===== src/sv/cau_pkg.sv =====
package cau_pkg;

    // Fixed-point format and internal widths
    localparam int FRAC_BITS = 16;
    localparam int DW        = 32;             // operand / result part
    localparam int PW        = 64;             // product width
    localparam int SW        = PW + 1;         // sum of two products
    localparam int QB        = 33;             // quotient bits kept (2^33 and up is huge)
    localparam int NW        = PW + FRAC_BITS; // scaled dividend

    localparam logic [DW-1:0] SAT_POS = 32'h7FFF_FFFF;
    localparam logic [DW-1:0] SAT_NEG = 32'h8000_0000;

    // Operation codes
    localparam logic [2:0] FN_ADD = 3'd0;
    localparam logic [2:0] FN_SUB = 3'd1;
    localparam logic [2:0] FN_MUL = 3'd2;
    localparam logic [2:0] FN_DIV = 3'd3;
    localparam logic [2:0] FN_NEG = 3'd4;
    localparam logic [2:0] FN_EQ  = 3'd5;
    localparam logic [2:0] FN_NE  = 3'd6;

    typedef struct packed {
        logic [2:0]             func;
        logic signed [DW-1:0]   a_re;
        logic signed [DW-1:0]   a_im;
        logic signed [DW-1:0]   b_re;
        logic signed [DW-1:0]   b_im;
    } t_in;

    typedef struct packed {
        logic signed [DW-1:0]   res_re;
        logic signed [DW-1:0]   res_im;
        logic                   compare_true;
        logic                   overflow;
        logic                   divide_by_zero;
    } t_out;

    // After the multipliers
    typedef struct packed {
        logic [2:0]             func;
        logic signed [PW-1:0]   p_rr;
        logic signed [PW-1:0]   p_ii;
        logic signed [PW-1:0]   p_ri;
        logic signed [PW-1:0]   p_ir;
        logic [PW-1:0]          d_rr;
        logic [PW-1:0]          d_ii;
        t_out                   simple;
    } t_s1;

    // After the product sums
    typedef struct packed {
        logic [2:0]             func;
        logic signed [SW-1:0]   s_re;
        logic signed [SW-1:0]   s_im;
        logic [PW-1:0]          den;
        t_out                   simple;
    } t_s2;

    // One quotient lane of the divider
    typedef struct packed {
        logic                   neg;
        logic                   huge;
        logic [PW-1:0]          rem;
        logic [QB-1:0]          nlo;
        logic [QB-1:0]          q;
    } t_lane;

    // Word travelling through the divider steps
    typedef struct packed {
        logic [2:0]             func;
        logic [PW-1:0]          den;
        logic                   dz;
        t_lane                  re;
        t_lane                  im;
        t_out                   res;
    } t_dv;

    typedef struct packed {
        logic                   ovf;
        logic [DW-1:0]          val;
    } t_sat;

    // Clamp a 33-bit sum to 32 bits
    function automatic t_sat sat33(logic signed [DW:0] v);
        t_sat r;
        r.ovf = v[DW] != v[DW-1];
        r.val = r.ovf ? (v[DW] ? SAT_NEG : SAT_POS) : v[DW-1:0];
        return r;
    endfunction

    // Clamp a 65-bit value to 32 bits
    function automatic t_sat sat65(logic signed [SW-1:0] v);
        t_sat r;
        r.ovf = !((&v[SW-1:DW-1]) || !(|v[SW-1:DW-1]));
        r.val = r.ovf ? (v[SW-1] ? SAT_NEG : SAT_POS) : v[DW-1:0];
        return r;
    endfunction

    // Clamp a sign/magnitude quotient to 32 bits
    function automatic t_sat satq(logic neg, logic huge, logic [QB-1:0] q);
        t_sat r;
        if (!neg) begin
            r.ovf = huge || (|q[QB-1:DW-1]);
            r.val = r.ovf ? SAT_POS : q[DW-1:0];
        end else begin
            r.ovf = huge || (q > QB'({1'b1, {(DW-1){1'b0}}}));
            r.val = r.ovf ? SAT_NEG : DW'(~q[DW-1:0] + DW'(1));
        end
        return r;
    endfunction

endpackage


===== src/sv/cau_div_step.sv =====
module cau_div_step (
    input  logic            i_clk,
    input  logic            i_rst_n,
    input  logic            i_adv,
    input  logic            i_valid,
    input  cau_pkg::t_dv    i_data,
    output logic            o_valid,
    output cau_pkg::t_dv    o_data
);

    logic           r_valid;
    cau_pkg::t_dv   r_data;
    cau_pkg::t_dv   n_data;

    // One restoring step: shift in the next dividend bit, subtract if it fits
    function automatic cau_pkg::t_lane lane_step(cau_pkg::t_lane l,
                                                 logic [cau_pkg::PW-1:0] den);
        cau_pkg::t_lane             o;
        logic [cau_pkg::PW:0]       sh;
        logic                       fit;
        sh    = {l.rem, l.nlo[cau_pkg::QB-1]};
        fit   = sh >= {1'b0, den};
        o     = l;
        o.nlo = {l.nlo[cau_pkg::QB-2:0], 1'b0};
        o.rem = fit ? cau_pkg::PW'(sh - {1'b0, den}) : sh[cau_pkg::PW-1:0];
        o.q   = {l.q[cau_pkg::QB-2:0], fit};
        return o;
    endfunction

    always_comb begin
        n_data    = i_data;
        n_data.re = lane_step(i_data.re, i_data.den);
        n_data.im = lane_step(i_data.im, i_data.den);
    end

    always_ff @(posedge i_clk) begin
        if (!i_rst_n) begin
            r_valid <= 1'b0;
        end else if (i_adv) begin
            r_valid <= i_valid;
        end
        if (i_adv) begin
            r_data <= n_data;
        end
    end

    assign o_valid = r_valid;
    assign o_data  = r_data;

endmodule


===== config.mk =====
export PLATFORM = sky130hd
export DESIGN_NAME = cau_div_step
export DESIGN_NICKNAME = d
export VERILOG_FILES = /design/src/sv/cau_pkg.sv /design/src/sv/cau_div_step.sv
export SDC_FILE = /design/constraint.sdc
export NUM_CORES = 1
export LEC_CHECK = 0
export BUFFER_PORTS_ARGS = -buffer_cell sky130_fd_sc_hd__buf_4
export CORE_AREA = 2 2 311 313
export CTS_CLUSTER_DIAMETER = 120
export DETAILED_ROUTE_END_ITERATION = 6
export DIE_AREA = 0 0 313 315
export SLEW_MARGIN = 30
export SYNTH_ARGS = -nofsm -noshare
export SYNTH_HDL_FRONTEND = slang
export SYNTH_SLANG_ARGS = --single-unit

===== constraint.sdc =====
create_clock -name i_clk -period 3.35 [get_ports i_clk]
set_input_delay 0 -clock i_clk [delete_from_list [all_inputs] [get_ports i_clk]]
set_output_delay 0 -clock i_clk [all_outputs]
set_load 0.01 [all_outputs]

==> flow_summary.yaml <==
final_layout:
  final_cell_mix: "1043 x buf_4, 401 x dlygate4sd3_1, 397 x edfxtp_1, 230 x a21oi_1, 157 x nor2_1"
  nFillCells: 9406
  drive_gt1_share_pct: 35.8
  utilization_pct: 37.8
  area_growth_pct: 72.3
  final_common_cell: "buf_4"
  final_nets: 3806
routing:
  wire_per_inst_um: 23.5
  final_antenna_net_count: 0
  wl_um: 108000
  vias: 20600
  drt_iter0_drc: 1368
  dr.pass1.iters: 5
  remaining_drc_errors: 0
  viasPerCell: 4.48
grt:
  track_usage_pct: 21.0
  first_global_vias: 20900
  met1_usage_pct: 23.6
  antenna_found_initial: 30
  use_met2_pct: 38.4
  grt_max_degree: 94
  overflow: 0
  grt_pass1_wl_um: 149000
  busiest_layer: "met2"
  grtUsageMet3_pct: 6.20
worst_setup_path:
  worst_path_largest_cell_delay_ns: 0.56
  critPathSlowestCell: "dlygate4sd3_1"
  worstPathRequired_ns: 3.75
  cp_data_arrival_time_ns: 3.65
  cp_cell_sequence: "dlygate4sd3_1 > buf_4 > inv_1 > ha_1 > a21o_1 > a21oi_2 > nor2b_1 > o2111a_1 > or4_4 > a211oi_2 > a211oi_2 > nor3_4 > buf_4 > buf_4 > o41ai_2 > buf_4"
  crit_fanout: 18
  start_kind: "input pin"
  critical_path_class: "input pin to register"
  cpMostUsedCell: "buf_4"
  end_kind: "register"
cts:
  cts_tree: "built"
  root_buffer: "clkbuf_16"
  cts_buffer_depth: 3
  clk_latency_ns: 0.63
  numCtsBuffers: 50
  htree_num_levels: 2
  clock-sinks: 398
  cts.reportedPaths.clkPinSlew_ns: 0.07
sta:
  setup_viol: 0
  fmax_ghz: 0.308
  finalHoldViolCount: 0
  setup_tns_ns: 0
  period_minus_slack_ns: 3.25
  finalCritPeriodShare_pct: 97.1
  rsz0062_at_grt: "true"
  slew_headroom_pct: 42.3
  slew_violations: 0
  worst_pin_slew_ns: 0.865
  clock_skew_ns: 0
power_and_ir_drop:
  powerDensity_nw_per_um2: 467
  p_leak_uw: 0.0157
  ir_drop_uv: 347
floorplan:
  rows: 114
  dieHeight_um: 315
  core_um2: 95700
  die-area_um2: 98600
  die_w_um: 313
  start_util_pct: 21.9
  pin_count: 803
yosys:
  ys_ff_latch: 398
  netlist_area_um2: 21000
  synth_warnings: 0
  syn_inst: 1841
  yosysUniqueCellTypes: 74
  synth_ff_type: "edfxtp_1"
  syn_avg_cell_area_um2: 11.4
  synth-edff-count: 397
  seq_area_frac_synth_pct: 56.9
  async_flop_share_pct: 0
place:
  place_hpwl_um: 87200
  routabilityCongestion: 0.885
  port_buffers: 798
status:
  status: "finished clean"
worst_hold_path:
  min-delay-path-class: "input pin to register"
job:
  max_cap_violations: 0
==> Yosys cell counts, types with 4 or more instances <==
master     number  share of area [%]
ha_1          128                7.6
a211oi_1        9               0.32
o211ai_1       10               0.36
xor2_1         56                2.3
a21o_1         83                3.0
mux2_2          8               0.43
a21boi_0       11               0.39
buf_2          12               0.29
nor2_1        159                2.8
nor4b_1         4               0.17
edfxtp_1      397                 57
o21a_1         14               0.50
a31oi_1        21               0.63
o21bai_1       18               0.64
mux2i_1         5               0.24
buf_6           6               0.32
clkbuf_1       53               0.95
nand4_1        33               0.98
xnor2_1        59                2.5
o21ai_1         5               0.12
inv_1          88                1.6
buf_4           6               0.21
a21oi_1       237                5.7
and3_1         17               0.51
nand3_1        22               0.52
nand2_1       128                2.3
o21ai_0       102                2.4
a41o_1          4               0.19
nand2b_1       16               0.48
and2_1         12               0.36
nor3_1         14               0.33
or2_2           5               0.15
o31ai_1         8               0.29
nor2b_1        12               0.36
or3_1           9               0.27
o2111ai_1       5               0.21
nor4_1          6               0.18
==> cell families after synthesis <==
group | after synthesis | synth area share [%]
buf+inv | 168 | 3.40
mux | 13 | 0.668
simple gates | 453 | 10.1
xor+xnor | 115 | 4.80
compound gates | 563 | 16.3
flops | 398 | 56.9
other cells | 1 | 0.0179
fa+ha+maj | 130 | 7.82
==> layout make-up <==
| cell class | count | area (µm²) | share of cell area, % |
|---|---|---|---|
| antenna | 11 | 27.5 | 0.0761 |
| clock buffer | 56 | 1290 | 3.58 |
| clock inverter | 37 | 430 | 1.19 |
| inverter | 90 | 342 | 0.945 |
| multi-input combinational | 1276 | 8470 | 23.4 |
| sequential | 398 | 11900 | 33.0 |
| tap | 1276 | 1600 | 4.42 |
| timing repair buffer | 1457 | 12000 | 33.3 |
==> critical path: cells and delay by family <==
| family | cells | cell delay (ns) |
|---|---|---|
| buffers and inverters | 6 | 1.28 |
| and+or+nand+nor | 3 | 0.86 |
| AOI/OAI and AO/OA | 6 | 1.16 |
| adders and majority gates | 1 | 0.33 |
==> layer usage <==
| layer | vias up | part of all wire [%] |
|---|---|---|
| li1 | 9741 | - |
| met1 | 9997 | 38 |
| met2 | 696 | 52 |
| met3 | 145 | 7.2 |
| met4 | 28 | 2.7 |
| met5 | - | 0.16 |
==> registers in the layout (all words and copies together) (netlist names) <==
| register | flops |
|---|---|
| o_data | 397 |
| o_valid | 1 |
==> power by group <==
| group | leakage (µW) | internal (µW) | switching, µW | total, µW |
|---|---|---|---|---|
| sequential | 0.00390 | 6130 | 184 | 6310 |
| clock | 0.000811 | 3360 | 2470 | 5830 |
| combinational | 0.0110 | 2300 | 2450 | 4750 |
==> worst paths after layout <==
| check | startpoint | endpoint | slack (ns) | cells after the start |
|---|---|---|---|---|
| min | i_data[328] | o_data[199] | 0.06 | 5 |
| min reg2reg | o_valid | o_valid | 1.09 | 3 |
| max | i_data[375] | o_data[178] | 0.1 | 16 |
| max reg2reg | o_valid | o_valid | 2.19 | 3 |
==> per-stage QoR <==
stage               cell area (µm²)  instances  hold WS (ns)  worst slack (ns)  total power [µW]
floorplan                     21000       1842        0.0989             0.334              8180
global placement              30200       4095         0.178            -0.286             10700
detailed placement            30200       4095         0.179            -0.299             10700
CTS                           35900       4588        -0.316           0.00158             17100
global route                  36100       4598        0.0422           -0.0123             17600
finish                        36200       4601        0.0631            0.0984             16900
==> timing repair <==
| item | CTS | global route |
|---|---|---|
| resized for setup | 0 | 46 |
| endpoints found under the hold margin | 478 | 1 |
| hold buffers | 400 | 1 |
| buffers inserted | 0 | 1 |
| endpoints found under the setup margin | 0 | 96 |
No activity file was read; power rests on OpenSTA's default activity.
