File: config.mk
export PLATFORM = sky130hd
export DESIGN_NAME = cau_sum
export DESIGN_NICKNAME = d
export VERILOG_FILES = /design/src/sv/cau_pkg.sv /design/src/sv/cau_sum.sv
export SDC_FILE = /design/constraint.sdc
export NUM_CORES = 1
export LEC_CHECK = 0
export BUFFER_PORTS_ARGS = -buffer_cell sky130_fd_sc_hd__buf_2
export CAP_MARGIN = 25
export CORE_AREA = 3 3 278 280
export CTS_CLUSTER_SIZE = 10
export DETAILED_ROUTE_END_ITERATION = 7
export DIE_AREA = 0 0 281 283
export SETUP_SLACK_MARGIN = 0.05
export SLEW_MARGIN = 20
export SYNTH_ARGS = -nofsm -noshare
export SYNTH_HDL_FRONTEND = slang
export SYNTH_SLANG_ARGS = --single-unit
File: constraint.sdc
create_clock -name i_clk -period 6 [get_ports i_clk]
set_input_delay 1.2 -clock i_clk [delete_from_list [all_inputs] [get_ports i_clk]]
set_output_delay 1.2 -clock i_clk [all_outputs]
set_load 0.01 [all_outputs]
File: src/sv/cau_pkg.sv
package cau_pkg;

    // Fixed-point format and internal widths
    localparam int FRAC_BITS = 16;
    localparam int DW        = 32;             // operand / result part
    localparam int PW        = 64;             // product width
    localparam int SW        = PW + 1;         // sum of two products
    localparam int QB        = 33;             // quotient bits kept (2^33 and up is huge)
    localparam int NW        = PW + FRAC_BITS; // scaled dividend

    localparam logic [DW-1:0] SAT_POS = 32'h7FFF_FFFF;
    localparam logic [DW-1:0] SAT_NEG = 32'h8000_0000;

    // Operation codes
    localparam logic [2:0] FN_ADD = 3'd0;
    localparam logic [2:0] FN_SUB = 3'd1;
    localparam logic [2:0] FN_MUL = 3'd2;
    localparam logic [2:0] FN_DIV = 3'd3;
    localparam logic [2:0] FN_NEG = 3'd4;
    localparam logic [2:0] FN_EQ  = 3'd5;
    localparam logic [2:0] FN_NE  = 3'd6;

    typedef struct packed {
        logic [2:0]             func;
        logic signed [DW-1:0]   a_re;
        logic signed [DW-1:0]   a_im;
        logic signed [DW-1:0]   b_re;
        logic signed [DW-1:0]   b_im;
    } t_in;

    typedef struct packed {
        logic signed [DW-1:0]   res_re;
        logic signed [DW-1:0]   res_im;
        logic                   compare_true;
        logic                   overflow;
        logic                   divide_by_zero;
    } t_out;

    // After the multipliers
    typedef struct packed {
        logic [2:0]             func;
        logic signed [PW-1:0]   p_rr;
        logic signed [PW-1:0]   p_ii;
        logic signed [PW-1:0]   p_ri;
        logic signed [PW-1:0]   p_ir;
        logic [PW-1:0]          d_rr;
        logic [PW-1:0]          d_ii;
        t_out                   simple;
    } t_s1;

    // After the product sums
    typedef struct packed {
        logic [2:0]             func;
        logic signed [SW-1:0]   s_re;
        logic signed [SW-1:0]   s_im;
        logic [PW-1:0]          den;
        t_out                   simple;
    } t_s2;

    // One quotient lane of the divider
    typedef struct packed {
        logic                   neg;
        logic                   huge;
        logic [PW-1:0]          rem;
        logic [QB-1:0]          nlo;
        logic [QB-1:0]          q;
    } t_lane;

    // Word travelling through the divider steps
    typedef struct packed {
        logic [2:0]             func;
        logic [PW-1:0]          den;
        logic                   dz;
        t_lane                  re;
        t_lane                  im;
        t_out                   res;
    } t_dv;

    typedef struct packed {
        logic                   ovf;
        logic [DW-1:0]          val;
    } t_sat;

    // Clamp a 33-bit sum to 32 bits
    function automatic t_sat sat33(logic signed [DW:0] v);
        t_sat r;
        r.ovf = v[DW] != v[DW-1];
        r.val = r.ovf ? (v[DW] ? SAT_NEG : SAT_POS) : v[DW-1:0];
        return r;
    endfunction

    // Clamp a 65-bit value to 32 bits
    function automatic t_sat sat65(logic signed [SW-1:0] v);
        t_sat r;
        r.ovf = !((&v[SW-1:DW-1]) || !(|v[SW-1:DW-1]));
        r.val = r.ovf ? (v[SW-1] ? SAT_NEG : SAT_POS) : v[DW-1:0];
        return r;
    endfunction

    // Clamp a sign/magnitude quotient to 32 bits
    function automatic t_sat satq(logic neg, logic huge, logic [QB-1:0] q);
        t_sat r;
        if (!neg) begin
            r.ovf = huge || (|q[QB-1:DW-1]);
            r.val = r.ovf ? SAT_POS : q[DW-1:0];
        end else begin
            r.ovf = huge || (q > QB'({1'b1, {(DW-1){1'b0}}}));
            r.val = r.ovf ? SAT_NEG : DW'(~q[DW-1:0] + DW'(1));
        end
        return r;
    endfunction

endpackage

File: src/sv/cau_sum.sv
module cau_sum (
    input  logic            i_clk,
    input  logic            i_rst_n,
    input  logic            i_adv,
    input  logic            i_valid,
    input  cau_pkg::t_s1    i_data,
    output logic            o_valid,
    output cau_pkg::t_s2    o_data
);

    logic           r_valid;
    cau_pkg::t_s2   r_data;
    cau_pkg::t_s2   n_data;

    // Sum the cross products for either a product or a quotient numerator
    always_comb begin
        logic signed [cau_pkg::SW-1:0] rr;
        logic signed [cau_pkg::SW-1:0] ii;
        logic signed [cau_pkg::SW-1:0] ri;
        logic signed [cau_pkg::SW-1:0] ir;
        rr = cau_pkg::SW'(i_data.p_rr);
        ii = cau_pkg::SW'(i_data.p_ii);
        ri = cau_pkg::SW'(i_data.p_ri);
        ir = cau_pkg::SW'(i_data.p_ir);
        n_data.func   = i_data.func;
        n_data.simple = i_data.simple;
        n_data.den    = i_data.d_rr + i_data.d_ii;
        if (i_data.func == cau_pkg::FN_DIV) begin
            n_data.s_re = rr + ii;
            n_data.s_im = ir - ri;
        end else begin
            n_data.s_re = rr - ii;
            n_data.s_im = ri + ir;
        end
    end

    always_ff @(posedge i_clk) begin
        if (!i_rst_n) begin
            r_valid <= 1'b0;
        end else if (i_adv) begin
            r_valid <= i_valid;
        end
        if (i_adv) begin
            r_data <= n_data;
        end
    end

    assign o_valid = r_valid;
    assign o_data  = r_data;

endmodule

==> out/results.ini, run 1 <==
[cts]
clk_latency_ns = 0.57
cts.sinks = 265
cts-root-buf = clkbuf_16
cts_resized = 0
hold_buffers = 0
h-tree-depth = 2
cts_tree = built
postCtsSetupRepairBufs = 0
cts_buffers = 40
clk_pin_slew_ns = 0.05
ctsLongestPathBuffers = 3

[global_routing]
first_global_vias = 21580
grt_pass1_wl_um = 134000
overflow = 0
track_usage = 0.2227
grt_max_degree = 120
antenna_found_initial = 41

[critical_path]
cp-start-kind = input port
critPathMaxFanout = 5
cp.required_ns = 6.32
path_cells = buf_2, or4_1, nand2b_1, or3_4, nor3_1, nor2_1, xor2_1, ha_1, nand2_1, nor3_1, nand3_1, or3_1, o32ai_1, o31ai_1, buf_4, o21ai_1, buf_4, a41o_1, a21oi_1, xnor2_1
rr_endpoint = o_valid$_SDFFE_PN0P_
r2r_slack_ns = 5.40
slowest_delay_ns = 0.59
reg2regPathDepth = 2
slowest_stage = or4_1
worstSetupPathType = in2reg
cp_data_arrival_time_ns = 5.79
worstReg2RegStart = o_valid$_SDFFE_PN0P_
endpoint_kind = flip-flop

[yosys]
synth-seq-cells = 265
yosys_warnings = 0
ys_types = 88
synth_area_leaders = edfxtp_1 36%, ha_1 11%, xnor2_1 7.2%
netlist_area_sq_mm = 0.02194
synth_largest_area_cell = edfxtp_1
ys_seq_area_frac = 0.3623
syn_inst = 2360
yosysTopAreaCellShare = 0.3614
synth_common_cells = 270 x a21oi_1, 264 x edfxtp_1, 194 x ha_1
synth.most_common_cell = a21oi_1
syn_nets = 3015
syn_area_per_cell_sq_um = 9.296
synthArstFlopShare = 0
synth_edf_count = 264
yosys_most_used_dff = edfxtp_1

[timing]
post-route-period-util = 0.9121
setup_tns_ns = 0
relSlewSlack = 0.3317
min_period_ns = 5.473
rsz0062_at_grt = false
hold_viol = 0
setup_viol = 0
slew_violations = 0
worst_pin_slew_ns = 0.9920
skew_ns = 0
max_freq_mhz = 182.7

[routing]
via_per_inst = 5.226
first_iter_violations = 1493
vias = 21920
routed_wirelength_um = 93350
firstDrtPassIters = 6
drc = 0
dr_wl_met2_um = 44120
top_layer = met5
drtAntennaViolNets = 0
wl_met3_um = 9042
wl_per_cell_um = 22.25
drt-met1-wl_um = 35470

[cells_and_area]
nets = 3833
nFillCells = 7614
drive_above_1_share = 0.2987
area_delta_synth_final_pct = 31.70
post-route-cell-area_sq_mm = 0.02889

[worst_hold_path]
hold_end = o_valid$_SDFFE_PN0P_
holdPathStages = 2
hp-start = o_valid$_SDFFE_PN0P_
hold_path.class = reg2reg

[power_and_ir_drop]
ir_drop_mv = 0.2200
p_leak_uw = 0.01271
powerDensity_mw_per_mm2 = 268.0

[floorplanning]
ios = 723
die_area_sq_mm = 0.07952
core_area_sq_mm = 0.07470
die_width_um = 281
die_y_um = 283
initial_core_util = 0.2937
rows = 100

[status]
status = completed

[placed_design]
gp_congestion = 0.9770
io_buffers = 722
dp_hpwl_um = 78580
placed_area_sq_mm = 0.02752

[run]
maxCapViolCount = 0

[flip-flops by register name, summed over array words and instances, names as in the netlist]
name     count
o_valid      1
o_data     264
[metrics by stage]
| step | hold WS [ns] | std cells | util | total power (uW) | setup slack [ns] |
|---|---|---|---|---|---|
| floorplan | 0.5383 | 2360 | - | 4134 | 0.5428 |
| global placement | 0.5200 | 4105 | 0.3684 | 5396 | 0.04936 |
| detailed placement | 0.5195 | 4105 | 0.3684 | 5386 | -0.02577 |
| CTS | 0.5332 | 4173 | 0.3861 | 7832 | 0.6021 |
| global route | 0.5692 | 4181 | 0.3863 | 8172 | 0.2001 |
| finish | 0.5370 | 4195 | 0.3868 | 7744 | 0.5274 |
[cells by family (layout without fill, tap and decap cells)]
logic type | count (synthesis) | in the layout | share of synthesized area
AND/OR/NAND/NOR | 650 | 650 | 0.1481
adder cells (fa/ha/maj) | 197 | 197 | 0.1134
flip-flops | 265 | 265 | 0.3623
XOR/XNOR | 309 | 309 | 0.1234
AO/OA/AOI/OAI | 785 | 785 | 0.2256
other | 0 | 22 | 0
multiplexers | 3 | 3 | 0.001369
buffers and inverters | 151 | 995 | 0.02601
[layer usage]
metal / vias up / global-route usage
met3: 197 / 0.07567
met1: 10290 / 0.2502
met4: 32 / 0.1051
met5: - / 0
li1: 10520 / -
met2: 885 / 0.3775
[critical path: cells and delay by family]
kind,cells,cell delay (ns)
buf+inv,3,0.42
simple gates,9,2.71
fa+ha+maj,1,0.36
xor+xnor,2,0.30
compound gates,5,0.77
[cell usage in the layout, fill, tap and decap left out, types with 45 or more instances in the layout]
| cell | netlist | final |
|---|---|---|
| nand4_1 | 45 | 45 |
| buf_4 | 0 | 134 |
| nor2_1 | 177 | 176 |
| nor3_1 | 50 | 50 |
| xor2_1 | 128 | 128 |
| inv_1 | 68 | 68 |
| nand2_1 | 185 | 185 |
| a21oi_1 | 270 | 270 |
| edfxtp_1 | 264 | 264 |
| a21o_1 | 117 | 117 |
| ha_1 | 194 | 194 |
| xnor2_1 | 181 | 181 |
| o21ai_0 | 138 | 138 |
| buf_2 | 3 | 721 |
[worst max-delay path by stage]
stage	from	to	slack [ns]
finish	i_data[327]	o_data[245]$_DFFE_PP_	0.53
global route	i_data[324]	o_data[254]$_DFFE_PP_	0.20
CTS	i_data[327]	o_data[245]$_DFFE_PP_	0.60
detailed placement	i_data[327]	o_data[245]$_DFFE_PP_	-0.03
global placement	i_data[327]	o_data[245]$_DFFE_PP_	0.05
floorplan	i_data[333]	o_data[254]$_DFFE_PP_	0.54
[power by group]
| part | switching [uW] | internal (uW) | total, uW | leakage [uW] |
|---|---|---|---|---|
| logic | 1680 | 1140 | 2820 | 0.00950 |
| clock network | 963 | 1410 | 2370 | 0.000623 |
| registers | 97.9 | 2460 | 2550 | 0.00259 |
| total | 2740 | 5000 | 7740 | 0.0127 |
[cell type report]
cell class              count  area (sq um)  share of cell area
diodes                     22         55.05            0.001905
well taps                 969          1212             0.04196
repair buffers            858          4669              0.1616
inverters                  69         259.0            0.008964
multi-input cells        1944         13430              0.4647
clock inverters            22         299.0             0.01035
clock buffers              46          1023             0.03542
flip-flops and latches    265          7948              0.2751
Note: power is estimated with default switching activity, not from simulation.
==> run 2, diff against run 1 <==
Settings changed: PLACE_DENSITY set to 0.54, RECOVER_POWER set to 25.
==> out/results.ini, run 2 (synthesis gave the netlist of run 1 again) <==
[timing]
slew_violations = 75
min_period_ns = 5.403
post-route-period-util = 0.9005
relSlewSlack = -2.175
rsz0062_at_grt = false
max_freq_mhz = 185.1
setup_tns_ns = 0
setup_viol = 0
skew_ns = 0
worst_pin_slew_ns = 4.762
hold_viol = 0

[power_and_ir_drop]
p_leak_uw = 0.01241
powerDensity_mw_per_mm2 = 262.7
power_frac_clock = 0.293
p_int_uw = 4848
p_sw_frac = 0.3502
finalPower_uw = 7461
combPwrFrac = 0.365
ir_drop_mv = 0.1720
seq_power_share = 0.342
switching_power_uw = 2613

[cts]
cts_tree = built
cts-root-buf = clkbuf_16
postCtsSetupRepairBufs = 0
clk_latency_ns = 0.54
cts_buffers = 37
cts_resized = 0
clk_pin_slew_ns = 0.06
h-tree-depth = 2
hold_buffers = 0
cts.sinks = 265
ctsLongestPathBuffers = 3

[floorplanning]
die_y_um = 283
core_area_sq_mm = 0.07470
die_area_sq_mm = 0.07952
initial_core_util = 0.2937
rows = 100
die_width_um = 281
ios = 723

[critical_path]
critPathMaxFanout = 5
slowest_delay_ns = 0.48
path_cells = buf_2, inv_1, nand2_1, or4_1, nand2b_1, or3_4, o41ai_2, buf_4, xnor2_1, ha_1, a21oi_1, o21ai_0, a31oi_1, o21ai_0, a221oi_1, o41ai_2, a31oi_1, nor3_1, a211oi_1, xnor2_1
reg2regPathDepth = 2
worstSetupPathType = in2reg
cp.required_ns = 6.29
endpoint_kind = flip-flop
slowest_stage = or3_4
cp_data_arrival_time_ns = 5.70
rr_endpoint = o_valid$_SDFFE_PN0P_
r2r_slack_ns = 5.42
worstReg2RegStart = o_valid$_SDFFE_PN0P_
cp-start-kind = input port

[routing]
via_per_inst = 5.165
drtAntennaViolNets = 0
drc = 0
vias = 21440
firstDrtPassIters = 5
wl_per_cell_um = 21.36
routed_wirelength_um = 88630
first_iter_violations = 1265

[cells_and_area]
largest_register_ffs = 264
layout_common_cells = 707 x buf_2, 270 x a21oi_1, 264 x edfxtp_1
final_util = 0.3802
nets = 3791
final_common_cell = buf_2
area_delta_synth_final_pct = 29.45
drive_above_1_share = 0.2837
instances_no_fill = 4150

[placed_design]
io_buffers = 722
gp_congestion = 0.9506
place_inst = 4066
dp_hpwl_um = 74500

[worst_hold_path]
hold_end = o_valid$_SDFFE_PN0P_
holdPathStages = 2
hp-start = o_valid$_SDFFE_PN0P_
hold_path.class = reg2reg

[global_routing]
grt_pass1_wl_um = 130700
first_global_vias = 21410
antenna_found_initial = 35
grt_max_degree = 105
overflow = 0
track_usage = 0.2128

[status]
violations = max-capacitance violations, max-slew violations
status = finished with violations

[run]
maxCapViolCount = 1

run 2: cell types whose count changed in the layout (fill, tap and decap cells not counted), sizes merged:
cell    change
buf        -54
clkbuf     +16
clkinv      -6
diode       -3
inv         +3
bufinv      -1
run 2: layout make-up:
class                      instances  area, sq um
antenna                           19        47.55
clock buffer                      47        983.4
clock inverter                    18        185.2
fill                            7731        46300
inverter                          69        259.0
multi-input combinational       1944        13430
sequential                       265         7948
tap                              969         1212
timing repair buffer             819         4335
run 2: per-stage QoR:
stage                     cell area [sq um]  worst slack [ns]  hold slack, ns
after detailed placement              27210           0.06073          0.5100
after global routing                  28370            0.1649          0.5610
after floorplan                       21940            0.5428          0.5383
final                                 28400            0.5972          0.5152
after CTS                             28380            0.6653          0.5263
after global placement                27210            0.1222          0.5072
run 2: layer usage:
metal  routed length [um]  track usage  share of wire  up-vias
met5                  178            0         0.0020        -
met4                 2634      0.06701          0.030       26
met3                 7484      0.06282          0.084      135
met2                43030       0.3688           0.49      728
met1                35300       0.2516           0.40    10090
li1                     -            -              -    10460
run 2: worst max-delay path by stage:
| stage | startpoint | to | slack (ns) |
|---|---|---|---|
| finish | i_data[324] | o_data[256]$_DFFE_PP_ | 0.60 |
| global route | i_adv | o_data[178]$_DFFE_PP_ | 0.16 |
| CTS | i_data[324] | o_data[256]$_DFFE_PP_ | 0.67 |
| detailed placement | i_data[324] | o_data[256]$_DFFE_PP_ | 0.06 |
| global placement | i_data[324] | o_data[259]$_DFFE_PP_ | 0.12 |
| floorplan | i_data[333] | o_data[254]$_DFFE_PP_ | 0.54 |
run 2: power groups by stage:
| stage | Sequential (uW) | Clock (uW) | Combinational, uW |
|---|---|---|---|
| 4_1_cts | 2560 | 2280 | 2730 |
| 5_1_grt | 2590 | 2350 | 2970 |
| 2_1_floorplan | 2730 | 0 | 1400 |
| 6_report | 2550 | 2180 | 2720 |
| 3_3_place_gp | 2590 | 0 | 2730 |
| 3_5_place_dp | 2590 | 0 | 2720 |
run 2: worst max-delay path: cells and delay by family:
kind / cells / cell delay, ns
AOI/OAI and AO/OA: 9 / 2.19
xor gates and xnor gates: 2 / 0.25
adders and majority gates: 1 / 0.30
buffers and inverters: 3 / 0.37
and+or+nand+nor: 5 / 1.39
