--- src/sv/cau_pkg.sv ---
package cau_pkg;

    // Fixed-point format and internal widths
    localparam int FRAC_BITS = 16;
    localparam int DW        = 32;             // operand / result part
    localparam int PW        = 64;             // product width
    localparam int SW        = PW + 1;         // sum of two products
    localparam int QB        = 33;             // quotient bits kept (2^33 and up is huge)
    localparam int NW        = PW + FRAC_BITS; // scaled dividend

    localparam logic [DW-1:0] SAT_POS = 32'h7FFF_FFFF;
    localparam logic [DW-1:0] SAT_NEG = 32'h8000_0000;

    // Operation codes
    localparam logic [2:0] FN_ADD = 3'd0;
    localparam logic [2:0] FN_SUB = 3'd1;
    localparam logic [2:0] FN_MUL = 3'd2;
    localparam logic [2:0] FN_DIV = 3'd3;
    localparam logic [2:0] FN_NEG = 3'd4;
    localparam logic [2:0] FN_EQ  = 3'd5;
    localparam logic [2:0] FN_NE  = 3'd6;

    typedef struct packed {
        logic [2:0]             func;
        logic signed [DW-1:0]   a_re;
        logic signed [DW-1:0]   a_im;
        logic signed [DW-1:0]   b_re;
        logic signed [DW-1:0]   b_im;
    } t_in;

    typedef struct packed {
        logic signed [DW-1:0]   res_re;
        logic signed [DW-1:0]   res_im;
        logic                   compare_true;
        logic                   overflow;
        logic                   divide_by_zero;
    } t_out;

    // After the multipliers
    typedef struct packed {
        logic [2:0]             func;
        logic signed [PW-1:0]   p_rr;
        logic signed [PW-1:0]   p_ii;
        logic signed [PW-1:0]   p_ri;
        logic signed [PW-1:0]   p_ir;
        logic [PW-1:0]          d_rr;
        logic [PW-1:0]          d_ii;
        t_out                   simple;
    } t_s1;

    // After the product sums
    typedef struct packed {
        logic [2:0]             func;
        logic signed [SW-1:0]   s_re;
        logic signed [SW-1:0]   s_im;
        logic [PW-1:0]          den;
        t_out                   simple;
    } t_s2;

    // One quotient lane of the divider
    typedef struct packed {
        logic                   neg;
        logic                   huge;
        logic [PW-1:0]          rem;
        logic [QB-1:0]          nlo;
        logic [QB-1:0]          q;
    } t_lane;

    // Word travelling through the divider steps
    typedef struct packed {
        logic [2:0]             func;
        logic [PW-1:0]          den;
        logic                   dz;
        t_lane                  re;
        t_lane                  im;
        t_out                   res;
    } t_dv;

    typedef struct packed {
        logic                   ovf;
        logic [DW-1:0]          val;
    } t_sat;

    // Clamp a 33-bit sum to 32 bits
    function automatic t_sat sat33(logic signed [DW:0] v);
        t_sat r;
        r.ovf = v[DW] != v[DW-1];
        r.val = r.ovf ? (v[DW] ? SAT_NEG : SAT_POS) : v[DW-1:0];
        return r;
    endfunction

    // Clamp a 65-bit value to 32 bits
    function automatic t_sat sat65(logic signed [SW-1:0] v);
        t_sat r;
        r.ovf = !((&v[SW-1:DW-1]) || !(|v[SW-1:DW-1]));
        r.val = r.ovf ? (v[SW-1] ? SAT_NEG : SAT_POS) : v[DW-1:0];
        return r;
    endfunction

    // Clamp a sign/magnitude quotient to 32 bits
    function automatic t_sat satq(logic neg, logic huge, logic [QB-1:0] q);
        t_sat r;
        if (!neg) begin
            r.ovf = huge || (|q[QB-1:DW-1]);
            r.val = r.ovf ? SAT_POS : q[DW-1:0];
        end else begin
            r.ovf = huge || (q > QB'({1'b1, {(DW-1){1'b0}}}));
            r.val = r.ovf ? SAT_NEG : DW'(~q[DW-1:0] + DW'(1));
        end
        return r;
    endfunction

endpackage

--- src/sv/cau_prep.sv ---
module cau_prep (
    input  logic            i_clk,
    input  logic            i_rst_n,
    input  logic            i_adv,
    input  logic            i_valid,
    input  cau_pkg::t_s2    i_data,
    output logic            o_valid,
    output cau_pkg::t_dv    o_data
);

    logic           r_valid;
    cau_pkg::t_dv   r_data;
    cau_pkg::t_dv   n_data;

    // Sign/magnitude split of a numerator and the first quotient check
    function automatic cau_pkg::t_lane lane_init(logic signed [cau_pkg::SW-1:0] s,
                                                 logic [cau_pkg::PW-1:0] den);
        cau_pkg::t_lane             l;
        logic [cau_pkg::PW-1:0]     m;
        logic [cau_pkg::NW-1:0]     n;
        logic [cau_pkg::PW-1:0]     r0;
        l.neg = s[cau_pkg::SW-1];
        m     = l.neg ? cau_pkg::PW'(-s) : cau_pkg::PW'(s);
        n     = {m, {cau_pkg::FRAC_BITS{1'b0}}};
        r0    = cau_pkg::PW'(n[cau_pkg::NW-1:cau_pkg::QB]);
        l.huge = r0 >= den;
        l.rem  = r0;
        l.nlo  = n[cau_pkg::QB-1:0];
        l.q    = '0;
        return l;
    endfunction

    // Products finish here; quotients are set up for the divider
    always_comb begin
        cau_pkg::t_sat sr;
        cau_pkg::t_sat si;
        sr = cau_pkg::sat65(i_data.s_re >>> cau_pkg::FRAC_BITS);
        si = cau_pkg::sat65(i_data.s_im >>> cau_pkg::FRAC_BITS);
        n_data.func = i_data.func;
        n_data.den  = i_data.den;
        n_data.dz   = i_data.den == '0;
        n_data.re   = lane_init(i_data.s_re, i_data.den);
        n_data.im   = lane_init(i_data.s_im, i_data.den);
        n_data.res  = i_data.simple;
        if (i_data.func == cau_pkg::FN_MUL) begin
            n_data.res.res_re   = sr.val;
            n_data.res.res_im   = si.val;
            n_data.res.overflow = sr.ovf | si.ovf;
        end
    end

    always_ff @(posedge i_clk) begin
        if (!i_rst_n) begin
            r_valid <= 1'b0;
        end else if (i_adv) begin
            r_valid <= i_valid;
        end
        if (i_adv) begin
            r_data <= n_data;
        end
    end

    assign o_valid = r_valid;
    assign o_data  = r_data;

endmodule

--- config.mk ---
export PLATFORM = sky130hd
export DESIGN_NAME = cau_prep
export DESIGN_NICKNAME = d
export VERILOG_FILES = /design/src/sv/cau_pkg.sv /design/src/sv/cau_prep.sv
export SDC_FILE = /design/constraint.sdc
export NUM_CORES = 1
export LEC_CHECK = 0
export BUFFER_PORTS_ARGS = -buffer_cell sky130_fd_sc_hd__buf_4
export CAP_MARGIN = 20
export CORE_AREA = 3 3 261 263
export DETAILED_ROUTE_END_ITERATION = 8
export DIE_AREA = 0 0 264 266
export GPL_TIMING_DRIVEN = 1
export MAX_ROUTING_LAYER = met4
export PLACE_DENSITY = 0.43
export SYNTH_ARGS = -nofsm -noshare
export SYNTH_HDL_FRONTEND = slang
export SYNTH_SLANG_ARGS = --single-unit
--- constraint.sdc ---
create_clock -name i_clk -period 7.4 [get_ports i_clk]
set_input_delay 1.48 -clock i_clk [delete_from_list [all_inputs] [get_ports i_clk]]
set_output_delay 1.48 -clock i_clk [all_outputs]
set_load 0.03 [all_outputs]
==> results by group, run 1 <==
Clocking
  – CTS Buffer Depth: 3
  – CTS tree: built
  – Clock root buffer: clkbuf_16
  – Post-CTS Hold Buffers: 0
  – CTS Sinks: 268
  – CTS buffer count: 36
  – CTS H-Tree Depth: 2
  – # resized after CTS: 0
  – Post-CTS setup buffer count: 0
  – Clock Pin Slew Worst Setup and Hold Paths: 0.06 ns
  – Skew-Pair Late Insertion Delay: 0.54 ns

Setup path
  – Crit path max fanout: 5
  – CP bufs+invs: 1
  – Cell Chain, Critical Path: buf_4 > or4_1 > or3_1 > nand2b_1 > nor2_1 > nand2_1 > o41ai_1 > xnor2_1 > ha_1 > a21oi_1 > nor2b_1 > o21ai_0 > o31ai_1 > o41a_1 > o31ai_1 > a21oi_1
  – Setup crit end kind: flip-flop
  – Crit start category: input pin
  – Crit path depth: 16
  – FF-to-FF path depth: 2
  – CP Class: in -> reg
  – Crit path required time: 7.69 ns
  – Worst path top cell family by delay: simple AND/OR/NAND/NOR gates
  – CP arrival: 5.91 ns
  – Max stage delay on crit path: 0.55 ns
  – Slowest-stage cell, CP: or4_1

Yosys
  – Sequential area share after synthesis: 52.1%
  – Commonest cells post-synth: edfxtp_1 (267), nand2_1 (153), buf_4 (135), o21ai_0 (122), xnor2_1 (117)
  – Cell area after synthesis: 15400 um2
  – Main synth FF type: edfxtp_1
  – Synth top area share: 52.0%
  – Synth Register Bits: 268
  – Yosys warns: 0
  – Syn Inst Count: 1346
  – Unique masters post-synth: 65
  – Post-synth EDFFs: 267
  – Synth top area cells: edfxtp_1 (52%), ha_1 (7.8%), xnor2_1 (6.6%), buf_4 (6.6%), o21ai_0 (4.0%)
  – Cell taking the most area after synthesis: edfxtp_1
  – Post-synth ARST share: 0%
  – Mapped Avg Cell Area: 11.5 um2
  – Count leader, synth: edfxtp_1

Routing
  – Routed Antenna Nets: 0
  – DRT Pass-1 Iters: 4
  – Post-Route WL: 64800 um
  – DRC violations left: 0
  – Vias per Instance: 4.48
  – Wire length per cell: 23.3 um
  – Iter 0 DRT Violations: 614
  – Total number of vias: 12454

Die
  – Starting density of the core: 23.4%
  – Cell Rows: 94
  – DIE AREA: 70200 um2
  – Die H: 266 um
  – Top Ports: 668
  – CORE AREA: 65900 um2
  – Die width: 264 um

Final layout
  – Final core utilization: 32.0%
  – Proportion of layout cells with a drive suffix above 1: 33.2%
  – Area growth syn-to-layout: 36.6%
  – Final nets: 2250

Global routing
  – Pin count of the biggest net entering global routing: 127
  – Initial antenna violation count: 2
  – Vias in the first global route: 12396
  – GRT Overall Usage: 18.1%
  – First-pass GRT wire length: 89800 um
  – Remaining Overflow, GRT: 0

Run
  – Maxcap violations: 0

Power and ir drop
  – Pwr dens: 226 nW/um2
  – Leak: 8.66 nW
  – Worst vdd ir: 122 uV
  – Tot Pwr: 4.77 mW

STA
  – Slew Limit Fails: 0
  – Min Hold Slack: 0.522 ns
  – Period utilization: 76.0%
  – Max Freq: 178 MHz
  – Slew margin rel.: 24.8%
  – Sum of negative setup slack: 0 ns
  – Final setup viols: 0
  – Fin crit period: 5.62 ns
  – Final hold vios: 0
  – Slew @ Worst Pin: 1.12 ns
  – RSZ-0062 raised after global routing: false
  – Clk_skew: 0 ns

Worst hold path
  – Worst hold path stage count: 2
  – Worst hold path class: reg -> reg

Placed design
  – Global placer's final weighted congestion: 0.819
  – Hpwl dp: 52500 um
  – # port buffers: 535

Run status
  – Run status: complete, no violations
## per-stage QoR
| stage | std cells | setup WS [ns] | instance area (um2) |
|---|---|---|---|
| floorplan | 1477 | 2.52 | 15900 |
| global placement | 2712 | 1.21 | 20000 |
| detailed placement | 2712 | 1.11 | 20000 |
| CTS | 2776 | 1.73 | 21100 |
| global route | 2777 | 1.50 | 21100 |
| finish | 2777 | 1.78 | 21100 |
## state kept, by name (all words and copies together) (netlist names)
register  flops
o_valid       1
o_data      267
## power breakdown
part / internal (mW) / switching [mW] / total, mW
Clock: 0.974 / 0.714 / 1.69
Sequential: 1.84 / 0.0437 / 1.89
Combinational: 0.412 / 0.788 / 1.20
## final cells by class
class	count	area, um2
fillers	6798	44800
clock buffers	45	935
inverters	59	221
repair buffers	544	4100
multi-input cells	977	6520
diodes	1	2.50
well taps	864	1080
flip-flops and latches	268	8040
clock inverters	19	174
## cells in the final DEF, fill, tap and decap left out, drive strengths merged, types with 3 or more instances in the layout
cell type	n
a211oi	5
a21o	16
a21oi	37
a221o	31
and3	3
buf	544
clkbuf	45
clkinv	13
conb	132
edfxtp	267
ha	96
inv	62
nand2	154
nand2b	11
nand3	15
nand4	28
nor2	27
nor2b	6
nor3	15
nor4	35
nor4b	4
o21ai	125
o22ai	3
o31ai	38
o41ai	13
or2	5
or3	14
or4	16
xnor2	117
xor2	7
## tightest hold or removal path, cell delays in order, from the launching register on
cell and delay, ns:
dfxtp_1 0.32, mux2i_1 0.07, nor2b_1 0.10
## cell families after synthesis
group	after synthesis	share of synthesized area, %
mux	2	0.138
buf+inv	232	8.95
simple gates	344	12.0
xor+xnor	124	7.04
other cells	1	0.0243
fa+ha+maj	96	7.79
compound gates	279	11.9
flops	268	52.1
## per-layer routing
metal  vias up  global-route usage (%)  wire length, um
met5         -                       -                0
met4         0                    3.53             1010
met3        60                    3.70             3840
met2       508                    32.2            33400
met1      6037                    21.3            26500
li1       5849                       -                -
## final timing paths
| check | end | start | slack (ns) |
|---|---|---|---|
| setup / recovery | o_data[329]$_DFFE_PP_ | i_data[205] | 1.78 |
| hold / removal | o_valid$_SDFFE_PN0P_ | o_valid$_SDFFE_PN0P_ | 0.52 |
| hold reg to reg | o_valid$_SDFFE_PN0P_ | o_valid$_SDFFE_PN0P_ | 0.52 |
| setup reg to reg | o_valid$_SDFFE_PN0P_ | o_valid$_SDFFE_PN0P_ | 6.80 |
(Power assumes the default switching activity.)
==> inputs of run 2 (changes only) <==
- clock period: 7.4 -> 5.9 ns (I/O delays scaled with it)
==> results by group, run 2 (synthesized netlist as in run 1, its figures left out) <==
Run status
  – Run status: complete, no violations

STA
  – Final setup viols: 0 (unchanged)
  – Max Freq: 205 MHz
  – Final hold vios: 0 (unchanged)
  – Slew Limit Fails: 0 (unchanged)
  – Sum of negative setup slack: 0 ns (unchanged)
  – Slew margin rel.: 31.6% (+6.8 points)
  – Period utilization: 82.8%
  – Clk_skew: 0 ns (unchanged)
  – Slew @ Worst Pin: 1.02 ns (-0.0938 ns)
  – Fin crit period: 4.88 ns
  – Min Hold Slack: 0.521 ns (-0.00160 ns)
  – RSZ-0062 raised after global routing: false

Power and ir drop
  – Leak: 8.74 nW (+0.92%)
  – Worst vdd ir: 157 uV (+29%)
  – Pint: 4.08 mW (+26%)
  – Pwr dens: 283 nW/um2 (+25%)
  – Sequential share of power: 39.4% (about the same)
  – Clock power share: 35.7% (+0.3 points)
  – Net Sw Power: 1.93 mW (+25%)
  – Switching share of total power: 32.1% (-0.28 points)
  – Combinational share of power: 24.9% (-0.2 points)

Setup path
  – Crit start category: input pin
  – Crit path required time: 6.17 ns (-1.52 ns)
  – CP arrival: 5.16 ns (-0.75 ns)
  – Cell Chain, Critical Path: buf_4 > or4_1 > or3_1 > nand2b_1 > nor2_1 > buf_4 > nand2_1 > o41ai_1 > xnor2_1 > ha_1 > a21oi_1 > nor2b_1 > o21ai_0 > o31ai_1 > o41a_1 > o31ai_1 > a21oi_1
  – Slowest-stage cell, CP: or4_1
  – CP bufs+invs: 2 (+1)
  – Max stage delay on crit path: 0.55 ns (about the same)
  – Setup crit end kind: flip-flop
  – Crit path max fanout: 5 (unchanged)
  – Worst path top cell family by delay: simple AND/OR/NAND/NOR gates
  – CP Class: in -> reg

Global routing
  – GRT Overall Usage: 17.7% (-0.42 points)
  – Pin count of the biggest net entering global routing: 97 (-24%)
  – First-pass GRT wire length: 88300 um (-1.7%)
  – Remaining Overflow, GRT: 0 (unchanged)
  – Vias in the first global route: 12601 (+1.7%)
  – Initial antenna violation count: 1 (-1)

Routing
  – Routed Antenna Nets: 0 (unchanged)
  – Wire length per cell: 22.8 um (-2.4%)
  – Total number of vias: 12416 (-0.31%)
  – DRC violations left: 0 (unchanged)
  – Post-Route WL: 63500 um (-1.9%)
  – Vias per Instance: 4.45 (-0.77%)
  – Iter 0 DRT Violations: 726 (+18%)
  – DRT Pass-1 Iters: 4 (unchanged)

Clocking
  – CTS H-Tree Depth: 2 (unchanged)
  – CTS Buffer Depth: 3 (unchanged)
  – Post-CTS Hold Buffers: 0 (unchanged)
  – Clock Pin Slew Worst Setup and Hold Paths: 0.06 ns (about the same)
  – CTS tree: built
  – CTS buffer count: 37 (+2.8%)
  – CTS Sinks: 268 (unchanged)
  – Post-CTS setup buffer count: 0 (unchanged)
  – # resized after CTS: 0 (unchanged)
  – Clock root buffer: clkbuf_16
  – Skew-Pair Late Insertion Delay: 0.52 ns (-0.02 ns)

Final layout
  – Commonest non-fill, non-tap cell in the layout: buf_4
  – Proportion of layout cells with a drive suffix above 1: 33.7% (+0.50 points)
  – Layout fillers: 6795 (-0.044%)
  – Max FFs per register: 267 (unchanged)
  – Area growth syn-to-layout: 37.5%
  – Final instance area: 21200 um2 (+0.65%)
  – Commonest cells after routing, fill and taps aside: buf_4 (550), edfxtp_1 (267), nand2_1 (153)
  – Final nets: 2261 (+0.49%)

Die
  – Starting density of the core: 23.4% (unchanged)
  – Die H: 266 um (unchanged)
  – CORE AREA: 65900 um2 (unchanged)
  – Die width: 264 um (unchanged)
  – Cell Rows: 94 (unchanged)
  – Top Ports: 668 (unchanged)
  – DIE AREA: 70200 um2 (unchanged)

Placed design
  – # port buffers: 535 (unchanged)
  – Hpwl dp: 51600 um (-1.8%)
  – DP Area: 20100 um2 (+0.50%)
  – Global placer's final weighted congestion: 0.812 (-0.79%)

Run
  – Maxcap violations: 0 (unchanged)

Worst hold path
  – Worst hold path class: reg -> reg
[run 2: cell count changes in the layout (fill, tap and decap cells not counted)]
cell	previous run	this run
buf_4	542	550
clkbuf_16	36	38
clkbuf_8	0	2
buf_12	1	3
bufinv_16	2	1
clkinv_4	0	2
inv_16	1	0
clkinv_1	6	5
clkinvlp_4	1	2
inv_6	2	0
clkinv_2	6	7
[run 2: cell type report]
cell class	count	area (um2)	share of cell area, %
sequential	268	8040	37.9
antenna	1	2.50	0.0118
clock inverter	18	133	0.625
timing repair buffer	554	4200	19.8
multi-input combinational	977	6520	30.8
inverter	59	221	1.04
tap	864	1080	5.10
clock buffer	49	1010	4.77
[run 2: metal layers]
layer / global-route usage [%] / part of all wire, % / up-vias
met1: 21.0 / 41 / 5959
met2: 30.5 / 50 / 510
met3: 3.76 / 6.3 / 74
met4: 4.80 / 2.5 / 0
met5: - / 0 / -
li1: - / - / 5873
[run 2: tightest hold or removal path: stages, from the launching register on]
cell     delay, ns
dfxtp_1       0.33
mux2i_1       0.07
nor2b_1       0.09
[run 2: power by group through the flow]
stage                     logic, mW  registers (mW)  clock network [mW]
after floorplan               0.509            2.76                   0
after detailed placement       1.52            2.41                   0
after global placement         1.51            2.41                   0
final                          1.50            2.37                2.15
after global routing           1.61            2.39                2.30
after CTS                      1.52            2.37                2.23
[run 2: path summary, 6_finish.rpt]
kind / start / endpoint / slack [ns] / cells after the start
setup reg to reg: o_valid$_SDFFE_PN0P_ / o_valid$_SDFFE_PN0P_ / 5.31 / 2
hold reg to reg: o_valid$_SDFFE_PN0P_ / o_valid$_SDFFE_PN0P_ / 0.52 / 2
hold / removal: o_valid$_SDFFE_PN0P_ / o_valid$_SDFFE_PN0P_ / 0.52 / 2
setup / recovery: i_data[205] / o_data[329]$_DFFE_PP_ / 1.02 / 17
[run 2: per-stage QoR]
step	power [mW]	setup WS, ns	instances	utilization, %
floorplan	3.27	1.32	1477	-
global placement	3.92	0.384	2722	30.5
detailed placement	3.93	0.313	2722	30.5
CTS	6.12	0.902	2789	32.2
global route	6.29	0.792	2790	32.2
finish	6.01	1.02	2790	32.2
